==> config.mk <==
export PLATFORM = sky130hd
export DESIGN_NAME = hse_packer_flat
export DESIGN_NICKNAME = d
export VERILOG_FILES = /design/src/hw/rtl/hse_pkg.sv /design/src/hw/rtl/hse_rsp_if.sv /design/src/hw/rtl/hse_packer.sv /design/src/flat_wrapper.sv
export SDC_FILE = /design/constraint.sdc
export NUM_CORES = 1
export LEC_CHECK = 0
export ABC_CLOCK_PERIOD_IN_PS = 3700
export BUFFER_PORTS_ARGS = -buffer_cell sky130_fd_sc_hd__buf_4
export CORE_UTILIZATION = 35
export CTS_BUF_LIST = sky130_fd_sc_hd__clkbuf_16
export CTS_CLUSTER_SIZE = 25
export DETAILED_ROUTE_END_ITERATION = 10
export PLACE_DENSITY = 0.58
export SYNTH_ARGS = -nofsm -noshare
export SYNTH_HDL_FRONTEND = slang
export SYNTH_SLANG_ARGS = --single-unit
==> constraint.sdc <==
create_clock -name clock -period 3.7 [get_ports clock]
set_clock_uncertainty 0.1 [all_clocks]
set_input_delay 0.185 -clock clock [delete_from_list [all_inputs] [get_ports clock]]
set_output_delay 0.185 -clock clock [all_outputs]
set_load 0.005 [all_outputs]
==> src/hw/rtl/hse_pkg.sv <==
// ----------------------------------------------------------------------------
// hse_pkg
// Shared widths, command codes and defaults of the Huffman stream encoder.
// ----------------------------------------------------------------------------
package hse_pkg;

   localparam int CMD_W  = 2;
   localparam int SYM_W  = 8;
   localparam int LEN_W  = 6;
   localparam int CODE_W = 32;
   localparam int BYTE_W = 8;
   localparam int PAD_W  = 3;

   localparam int DEF_MAX_CODE_BITS = 32;
   localparam int DEF_SYMBOLS       = 256;

   localparam logic [CMD_W-1:0] CMD_LOAD   = 2'd0;
   localparam logic [CMD_W-1:0] CMD_ENCODE = 2'd1;
   localparam logic [CMD_W-1:0] CMD_FLUSH  = 2'd2;

   // lookup stage to packer: one staged item
   typedef struct packed {
      logic valid;
      logic flush;
   } hse_item_ctrl_type;

endpackage

==> src/hw/rtl/hse_rsp_if.sv <==
// ----------------------------------------------------------------------------
// hse_rsp_if
// Response channel: packed output bytes and the pad count.
// ----------------------------------------------------------------------------
interface hse_rsp_if import hse_pkg::*; ();
   logic              valid;
   logic              ready;
   logic [BYTE_W-1:0] out_byte;
   logic              is_pad_count;
   logic              last;

   modport source (output valid, out_byte, is_pad_count, last, input ready);
   modport sink   (input valid, out_byte, is_pad_count, last, output ready);
endinterface

==> src/hw/rtl/hse_packer.sv <==
// ----------------------------------------------------------------------------
// hse_packer
// MSB-first bit packer: merges staged codes, emits one byte per cycle into
// the response register while the receiver takes them, handles flush padding.
// ----------------------------------------------------------------------------
module hse_packer import hse_pkg::*; #(
   parameter  int MAX_CODE_BITS = DEF_MAX_CODE_BITS,
   localparam int LIM           = (MAX_CODE_BITS < CODE_W) ? MAX_CODE_BITS : CODE_W
) (
   input  logic              clock,
   input  logic              reset,
   input  hse_item_ctrl_type item_ctrl,
   output logic              item_ready,
   input  logic [LEN_W-1:0]  item_len,
   input  logic [LIM-1:0]    item_code,
   hse_rsp_if.source         rsp_if
);

   localparam int BUF_W = LIM + BYTE_W;
   localparam int CNT_W = $clog2(BUF_W + 1);

   logic [BUF_W-1:0]  work_ff, work_in;
   logic [CNT_W-1:0]  cnt_ff, cnt_in;
   logic              flush_ff, flush_in;
   logic [PAD_W-1:0]  pad_ff, pad_in;
   logic              out_valid_ff, out_valid_in;
   logic [BYTE_W-1:0] out_byte_ff, out_byte_in;
   logic              out_pad_ff, out_pad_in;
   logic              out_last_ff, out_last_in;

   logic              out_free;
   logic [CNT_W-1:0]  cnt_sub;
   logic              have;
   logic              fire;
   logic              take;
   logic [BYTE_W-1:0] e_byte;
   logic              e_pad;
   logic              e_last;
   logic [BUF_W-1:0]  post_work;
   logic [CNT_W-1:0]  post_cnt;
   logic              post_flush;

   assign out_free = !out_valid_ff || rsp_if.ready;
   assign cnt_sub  = cnt_ff - CNT_W'(BYTE_W);

   always_comb begin
      have   = 1'b0;
      e_byte = work_ff[BUF_W-1 -: BYTE_W];
      e_pad  = 1'b0;
      e_last = 1'b0;
      priority if (cnt_ff >= CNT_W'(BYTE_W)) begin
         have   = 1'b1;
         e_last = cnt_sub < CNT_W'(BYTE_W);
      end else if (flush_ff && (cnt_ff != '0)) begin
         have = 1'b1;
      end else if (flush_ff) begin
         have   = 1'b1;
         e_byte = BYTE_W'(pad_ff);
         e_pad  = 1'b1;
         e_last = 1'b1;
      end else begin
         have = 1'b0;
      end
      fire = have && out_free;

      // state after this cycle's byte, before merging a new item
      post_work  = work_ff;
      post_cnt   = cnt_ff;
      post_flush = flush_ff;
      if (fire) begin
         if (cnt_ff >= CNT_W'(BYTE_W)) begin
            post_work = work_ff << BYTE_W;
            post_cnt  = cnt_sub;
         end else begin
            post_work  = '0;
            post_cnt   = '0;
            post_flush = cnt_ff != '0;
         end
      end

      item_ready = (post_cnt < CNT_W'(BYTE_W)) && !post_flush;
      take       = item_ctrl.valid && item_ready;

      work_in  = post_work;
      cnt_in   = post_cnt;
      flush_in = post_flush;
      pad_in   = pad_ff;
      if (take) begin
         if (item_ctrl.flush) begin
            flush_in = 1'b1;
            pad_in   = PAD_W'(0) - post_cnt[PAD_W-1:0];
         end else begin
            work_in = post_work | ({item_code, BYTE_W'(0)} >> post_cnt[PAD_W-1:0]);
            cnt_in  = post_cnt + CNT_W'(item_len);
         end
      end

      out_valid_in = fire || (out_valid_ff && !rsp_if.ready);
      out_byte_in  = out_byte_ff;
      out_pad_in   = out_pad_ff;
      out_last_in  = out_last_ff;
      if (fire) begin
         out_byte_in = e_byte;
         out_pad_in  = e_pad;
         out_last_in = e_last;
      end
   end

   always_ff @(posedge clock) begin
      if (reset) begin
         work_ff      <= '0;
         cnt_ff       <= '0;
         flush_ff     <= 1'b0;
         out_valid_ff <= 1'b0;
      end else begin
         work_ff      <= work_in;
         cnt_ff       <= cnt_in;
         flush_ff     <= flush_in;
         out_valid_ff <= out_valid_in;
      end
   end

   always_ff @(posedge clock) begin
      pad_ff      <= pad_in;
      out_byte_ff <= out_byte_in;
      out_pad_ff  <= out_pad_in;
      out_last_ff <= out_last_in;
   end

   assign rsp_if.valid        = out_valid_ff;
   assign rsp_if.out_byte     = out_byte_ff;
   assign rsp_if.is_pad_count = out_pad_ff;
   assign rsp_if.last         = out_last_ff;

endmodule

==> src/flat_wrapper.sv <==
// flat-port wrapper written by rule: the top's interface ports become plain ports
module hse_packer_flat import hse_pkg::*;
#(
   parameter  int MAX_CODE_BITS = DEF_MAX_CODE_BITS,
   localparam int LIM           = (MAX_CODE_BITS < CODE_W) ? MAX_CODE_BITS : CODE_W
)
  (clock, reset, item_ctrl, item_ready, item_len, item_code, rsp_if_valid, rsp_if_out_byte, rsp_if_is_pad_count, rsp_if_last, rsp_if_ready);
  hse_rsp_if rsp_if_i ();
  input  logic clock;
  input  logic reset;
  input  hse_item_ctrl_type item_ctrl;
  output logic item_ready;
  input  logic [LEN_W-1:0] item_len;
  input  logic [LIM-1:0] item_code;
  output wire logic [$bits(rsp_if_i.valid)-1:0] rsp_if_valid;
  output wire logic [$bits(rsp_if_i.out_byte)-1:0] rsp_if_out_byte;
  output wire logic [$bits(rsp_if_i.is_pad_count)-1:0] rsp_if_is_pad_count;
  output wire logic [$bits(rsp_if_i.last)-1:0] rsp_if_last;
  input wire logic [$bits(rsp_if_i.ready)-1:0] rsp_if_ready;
  assign rsp_if_valid = rsp_if_i.valid;
  assign rsp_if_out_byte = rsp_if_i.out_byte;
  assign rsp_if_is_pad_count = rsp_if_i.is_pad_count;
  assign rsp_if_last = rsp_if_i.last;
  assign rsp_if_i.ready = rsp_if_ready;
  hse_packer #(.MAX_CODE_BITS(MAX_CODE_BITS)) u_core (.clock(clock), .reset(reset), .item_ctrl(item_ctrl), .item_ready(item_ready), .item_len(item_len), .item_code(item_code), .rsp_if(rsp_if_i));
endmodule
==> impl_metrics.csv, run 1 <==
group,metric,value,unit
layout,fin_util,43.06,%
layout,final-instance-count-excl-fill,754,
clocking,cts_tree,"built",
pwr,p_leak,1.915,nW
setup_path,worst_setup_path_end_kind,"flip-flop",
clocking,cts_made_buffers,9,
setup_path,crit_type,"reg -> reg",
global_route,grt_max_degree,52,
route,ant_nets,0,
route,first_iter_violations,478,
logic_synthesis,postSynthCellCount,557,
setup_path,worstPathRequired,3.79,ns
route,drc_errors,0,
global_route,antenna_found_initial,0,
layout,final_common_cell,"buf_4",
layout,drive_gt1_share,17.06,%
floorplanning,die_area,13140,µm²
floorplanning,num_rows,40,
sta,hold_violations,0,
logic_synthesis,synthesis.area_per_instance,7.970,µm²
placed_design,routabilityCongestion,0.8097,
floorplanning,core,12210,µm²
placed_design,numPortBuffers,54,
route,drt-total-wl,13.86,mm
logic_synthesis,synth_flop_cell,"dfxtp_1",
pwr,p_per_area,792.0,nW/µm²
sta,whs,0.04911,ns
clocking,clock_sinks,61,
logic_synthesis,ys_types,55,
layout,final_cell_mix,"68 x buf_4, 64 x o21ai_0, 58 x a21oi_1, 47 x dfxtp_1, 36 x nor2_1",
route,vias,4636,
clocking,cts_setup_buffers,0,
route,viasPerCell,6.149,
placed_design,dp.cells,738,
logic_synthesis,syn_nets,609,
clocking,clockBufferDepth,2,
pwr,ir_drop,0.3789,mV
clocking,worstSkewPairLatency,0.33,ns
layout,syn2layout_area_growth,18.46,%
clocking,cts_hold_buf,0,
global_route,grt_pass1_vias,4306,
sta,slew-limit-headroom,50.69,%
clocking,clkSlewWorstSetupHoldPaths,0.06,ns
logic_synthesis,ys_seq_area_share,30.44,%
clocking,cts_resized,0,
min_path,min-delay-start,"item_ctrl[1]",
route,firstDrtPassIters,5,
logic_synthesis,ys_warn_count,0,
floorplanning,die_y,114.6,µm
sta,max_freq,0.3483,GHz
setup_path,reg2reg_setup_slack,0.83,ns
flow_run,max-cap-violations,0,
setup_path,start_kind,"flip-flop",
floorplanning,die_width,114.6,µm
sta,rsz0062_at_grt,"no",
floorplanning,ios,55,
setup_path,r2r_cells,10,
sta,slew_viol_final,0,
layout,diodes,0,
status,status,"complete, no violations",
clocking,cts_root_buffer,"clkbuf_16",
clocking,htreeDepth,3,
logic_synthesis,synth_seq_cells,61,
sta,tns,0,ns
sta,worstMarginPinSlew,0.7376,ns
route,routedWlPerCell,18.38,µm
setup_path,crit_arrival,2.96,ns
global_route,grt_overflow_total,0,
setup_path,r2r_end,"u_core.cnt_ff[5]",
setup_path,r2r-start,"u_core.cnt_ff[5]",
pwr,power,4.165,mW
setup_path,cp_max_fo,9,
floorplanning,start_util,36.35,%
layout,design_area,5259,µm²
sta,setup_viol,0,
min_path,whs_path_depth,3,
logic_synthesis,synthArstFlopShare,0,%
sta,layout_min_cycle_time,2.871,ns
sta,period_share,77.59,%
placed_design,dpl_cell_area,4947,µm²
logic_synthesis,syn-cell-area,4439,µm²
placed_design,dp_hpwl,9.350,mm
logic_synthesis,synth_edf_count,13,
global_route,grt_pass1_wl,22.49,mm
min_path,hold_end,"u_core.flush_ff",
placed_design,pre_cts_ws,0.8291,ns
layout,final_nets,633,
min_path,min_path_type,"in -> reg",
sta,fin_ws,0.8291,ns
global_route,grt_util_all_layers,21.76,%
==> flip-flops by register name, indices dropped and copies added, names as in the netlist <==
name / flops
u_core.rsp_if.valid: 1
u_core.cnt_ff: 6
u_core.pad_ff: 3
u_core.flush_ff: 1
u_core.rsp_if.out_byte: 8
u_core.rsp_if.last: 1
u_core.work_ff: 40
u_core.rsp_if.is_pad_count: 1
==> how the worst max path moves through the flow <==
stage	from	to	slack, ns
2_1_floorplan	u_core.cnt_ff[5]	u_core.cnt_ff[5]	0.81
3_3_place_gp	u_core.cnt_ff[1]	u_core.work_ff[18]	0.91
3_5_place_dp	u_core.cnt_ff[5]	u_core.cnt_ff[5]	0.83
4_1_cts	u_core.cnt_ff[5]	u_core.cnt_ff[5]	0.82
5_1_grt	u_core.cnt_ff[5]	u_core.cnt_ff[5]	0.61
6_report	u_core.cnt_ff[5]	u_core.cnt_ff[5]	0.83
==> metal layers <==
metal	GRT usage [%]	wire length [µm]
met1	29.46	6370
met2	35.96	6563
met3	3.970	795
met4	4.762	132
met5	0	0
==> cell usage after synthesis, types with 4 or more instances <==
master,count,area (µm²)
inv_1,17,63.81
mux2_2,6,67.56
nor2_1,37,138.9
a2bb2oi_1,30,262.8
dfxtp_1,48,960.9
and2_1,7,43.79
nand2b_1,31,193.9
clkbuf_1,46,172.7
buf_6,4,45.04
edfxtp_1,13,390.4
buf_2,4,20.02
o32ai_1,31,271.5
a31oi_1,35,219.0
ha_1,8,100.1
o31ai_1,4,30.03
a22oi_1,33,247.7
nand2_1,17,63.81
nand3_1,10,50.05
a21oi_1,58,290.3
o21ai_0,64,320.3
xnor2_1,4,35.03
==> final cells by class <==
class | instances | area [µm²]
tap | 168 | 210.2
fill | 1242 | 6953
multi-input combinational | 423 | 2806
inverter | 18 | 67.56
timing repair buffer | 68 | 510.5
sequential | 61 | 1353
clock inverter | 6 | 61.31
clock buffer | 10 | 250.2
==> kinds of logic after synthesis <==
group	count (synthesis)	share of synthesized area (%)
mux	8	1.973
simple gates	120	14.09
flops	61	30.44
buf+inv	73	6.962
xor+xnor	5	0.9864
compound gates	281	42.84
fa+ha+maj	9	2.706
==> critical path: stages, from the launching register on <==
cell,delay [ns]
dfxtp_1,0.40
or3_1,0.53
nor3_1,0.18
buf_4,0.19
nor2_1,0.10
ha_1,0.29
a21o_1,0.16
a21oi_1,0.29
nor2_1,0.08
a311oi_1,0.30
o22ai_1,0.12
==> where the power goes <==
part           switching (mW)  total (mW)  leakage, nW  internal, mW
registers               0.123        1.02        0.520         0.899
logic                    1.47        2.26         1.24         0.793
clock network           0.320       0.880        0.155         0.560
total                    1.91        4.16         1.92          2.25
Power figures use the tool's default switching activity.
==> run 2: changes to the inputs <==
- ABC_CLOCK_PERIOD_IN_PS: 3700 -> 2300
- PLACE_DENSITY: 0.58 -> 0.6
- clock period: 3.7 -> 2.3 ns (I/O delays scaled with it)
==> impl_metrics.csv, run 2 (synthesis results as in run 1) <==
group,metric,value,unit
min_path,hold_end,"u_core.work_ff[1]",
layout,largest-register,"u_core.work_ff",
clocking,cts_root_buffer,"clkbuf_16",
placed_design,numPortBuffers,54,
route,drt-total-wl,13.92,mm
min_path,min_path_type,"in -> reg",
route,firstDrtPassIters,5,
floorplanning,die_area,13140,µm²
sta,hold_violations,0,
sta,period_share,104.3,%
pwr,power,7.789,mW
setup_path,crit_chain,"or3_4, buf_6, nor3_4, nor2_4, ha_1, a21o_1, a21oi_4, nor2_1, a311oi_2, o22ai_1",
layout,diodes,0,
floorplanning,die_width,114.6,µm
layout,largest_register_ffs,40,
sta,layout_min_cycle_time,2.400,ns
route,ant_nets,0,
setup_path,cp.buffers_inverters,1,
route,vias,4713,
clocking,worstSkewPairLatency,0.33,ns
sta,max_freq,0.4167,GHz
global_route,grt_overflow_total,0,
setup_path,crit_arrival,2.49,ns
global_route,antenna_found_initial,0,
clocking,clockBufferDepth,2,
layout,drive_gt1_share,26.63,%
route,drc_errors,0,
global_route,grt_max_degree,54,
layout,final_common_cell,"buf_4",
layout,final_nets,674,
route,first_iter_violations,391,
clocking,cts_tree,"built",
min_path,whs_path_depth,3,
sta,rsz0062_at_grt,"yes",
floorplanning,start_util,36.35,%
clocking,clkSlewWorstSetupHoldPaths,0.06,ns
sta,slew_viol_final,0,
pwr,p_leak,2.129,nW
flow_run,max-cap-violations,0,
setup_path,worst_setup_path_end_kind,"flip-flop",
global_route,grt_pass1_vias,4402,
clocking,htreeDepth,3,
setup_path,r2r_end,"u_core.cnt_ff[5]",
layout,final_cell_mix,"101 x buf_4, 63 x o21ai_0, 54 x a21oi_1, 45 x dfxtp_1, 34 x a31oi_1",
floorplanning,ios,55,
floorplanning,core,12210,µm²
route,viasPerCell,5.928,
sta,setup_viol,2,
sta,whs,0.04424,ns
global_route,grt_util_all_layers,21.07,%
sta,slew-limit-headroom,59.53,%
placed_design,routabilityCongestion,0.8850,
pwr,ir_drop,0.9225,mV
floorplanning,num_rows,40,
setup_path,cp_max_fo,4,
setup_path,cp_top_family,"simple AND/OR/NAND/NOR gates",
sta,fin_ws,-0.09976,ns
pwr,p_per_area,1349,nW/µm²
layout,syn2layout_area_growth,30.05,%
global_route,grt_pass1_wl,21.89,mm
status,violations,"negative setup slack",
sta,tns,-0.1604,ns
setup_path,critPathSlowestCell,"or3_4",
setup_path,slowest_delay,0.40,ns
setup_path,crit_type,"reg -> reg",
setup_path,r2r-start,"u_core.cnt_ff[4]",
route,routedWlPerCell,17.51,µm
setup_path,reg2reg_setup_slack,-0.1,ns
setup_path,worstPathRequired,2.39,ns
clocking,cts_made_buffers,9,
sta,worstMarginPinSlew,0.5994,ns
layout,fin_util,47.27,%
placed_design,dp_hpwl,9.531,mm
status,status,"finished, violations left",
floorplanning,die_y,114.6,µm
min_path,min-delay-start,"item_code[0]",
clocking,clock_sinks,61,
setup_path,r2r_cells,10,
setup_path,start_kind,"flip-flop",
-- run 2: cell count changes in the layout (fill, tap and decap cells not counted), sizes merged --
cell and delta:
dlygate4sd3 +2, inv -1, clkbuf -1, clkinvlp +2, buf +39
-- run 2: per-layer routing --
layer | wire length (µm) | track usage [%] | vias up
met4 | 142 | 6.147 | 0
met5 | 0 | 0 | -
met3 | 722 | 3.229 | 11
li1 | - | - | 2287
met2 | 6799 | 36.20 | 152
met1 | 6256 | 27.22 | 2263
-- run 2: final cells by class --
cell class	count	area (µm²)
flip-flops and latches	61	1355
fillers	1209	6439
multi-input cells	423	2975
well taps	168	210.2
repair buffers	109	863.3
clock buffers	9	225.2
inverters	18	68.82
clock inverters	7	75.07
-- run 2: per-stage QoR --
step | std cells | instance area (µm²) | worst slack, ns
5_1_grt | 795 | 5773 | -0.2198
3_5_place_dp | 768 | 5214 | -0.2572
6_report | 795 | 5773 | -0.09976
4_1_cts | 790 | 5669 | -0.06854
2_1_floorplan | 557 | 4501 | -0.2796
3_3_place_gp | 768 | 5214 | -0.08686
-- run 2: worst max path at each step --
stage | startpoint | to | slack [ns] | cells past startpoint
floorplan | u_core.cnt_ff[5] | u_core.cnt_ff[5] | -0.28 | 11
global placement | u_core.cnt_ff[4] | u_core.cnt_ff[5] | -0.09 | 10
detailed placement | u_core.cnt_ff[4] | u_core.cnt_ff[5] | -0.26 | 10
CTS | u_core.cnt_ff[4] | u_core.cnt_ff[5] | -0.07 | 10
global route | u_core.cnt_ff[4] | u_core.cnt_ff[5] | -0.22 | 11
finish | u_core.cnt_ff[4] | u_core.cnt_ff[5] | -0.1 | 10
-- run 2: tightest hold or removal path: stages --
cell and delay [ns]:
buf_4 0.13, nand3_1 0.09, o41ai_1 0.08
-- run 2: power breakdown --
part	switching (mW)	internal, mW
sequential	0.174	1.45
clock	0.504	0.841
combinational	2.70	2.12
-- run 2: what timing repair did --
item,CTS,global route
hold buffers,2,0
endpoints found under the hold margin,1,0
setup buffers,4,5
gates resized for setup,21,16
setup endpoints to repair,32,45
pin swaps,9,8
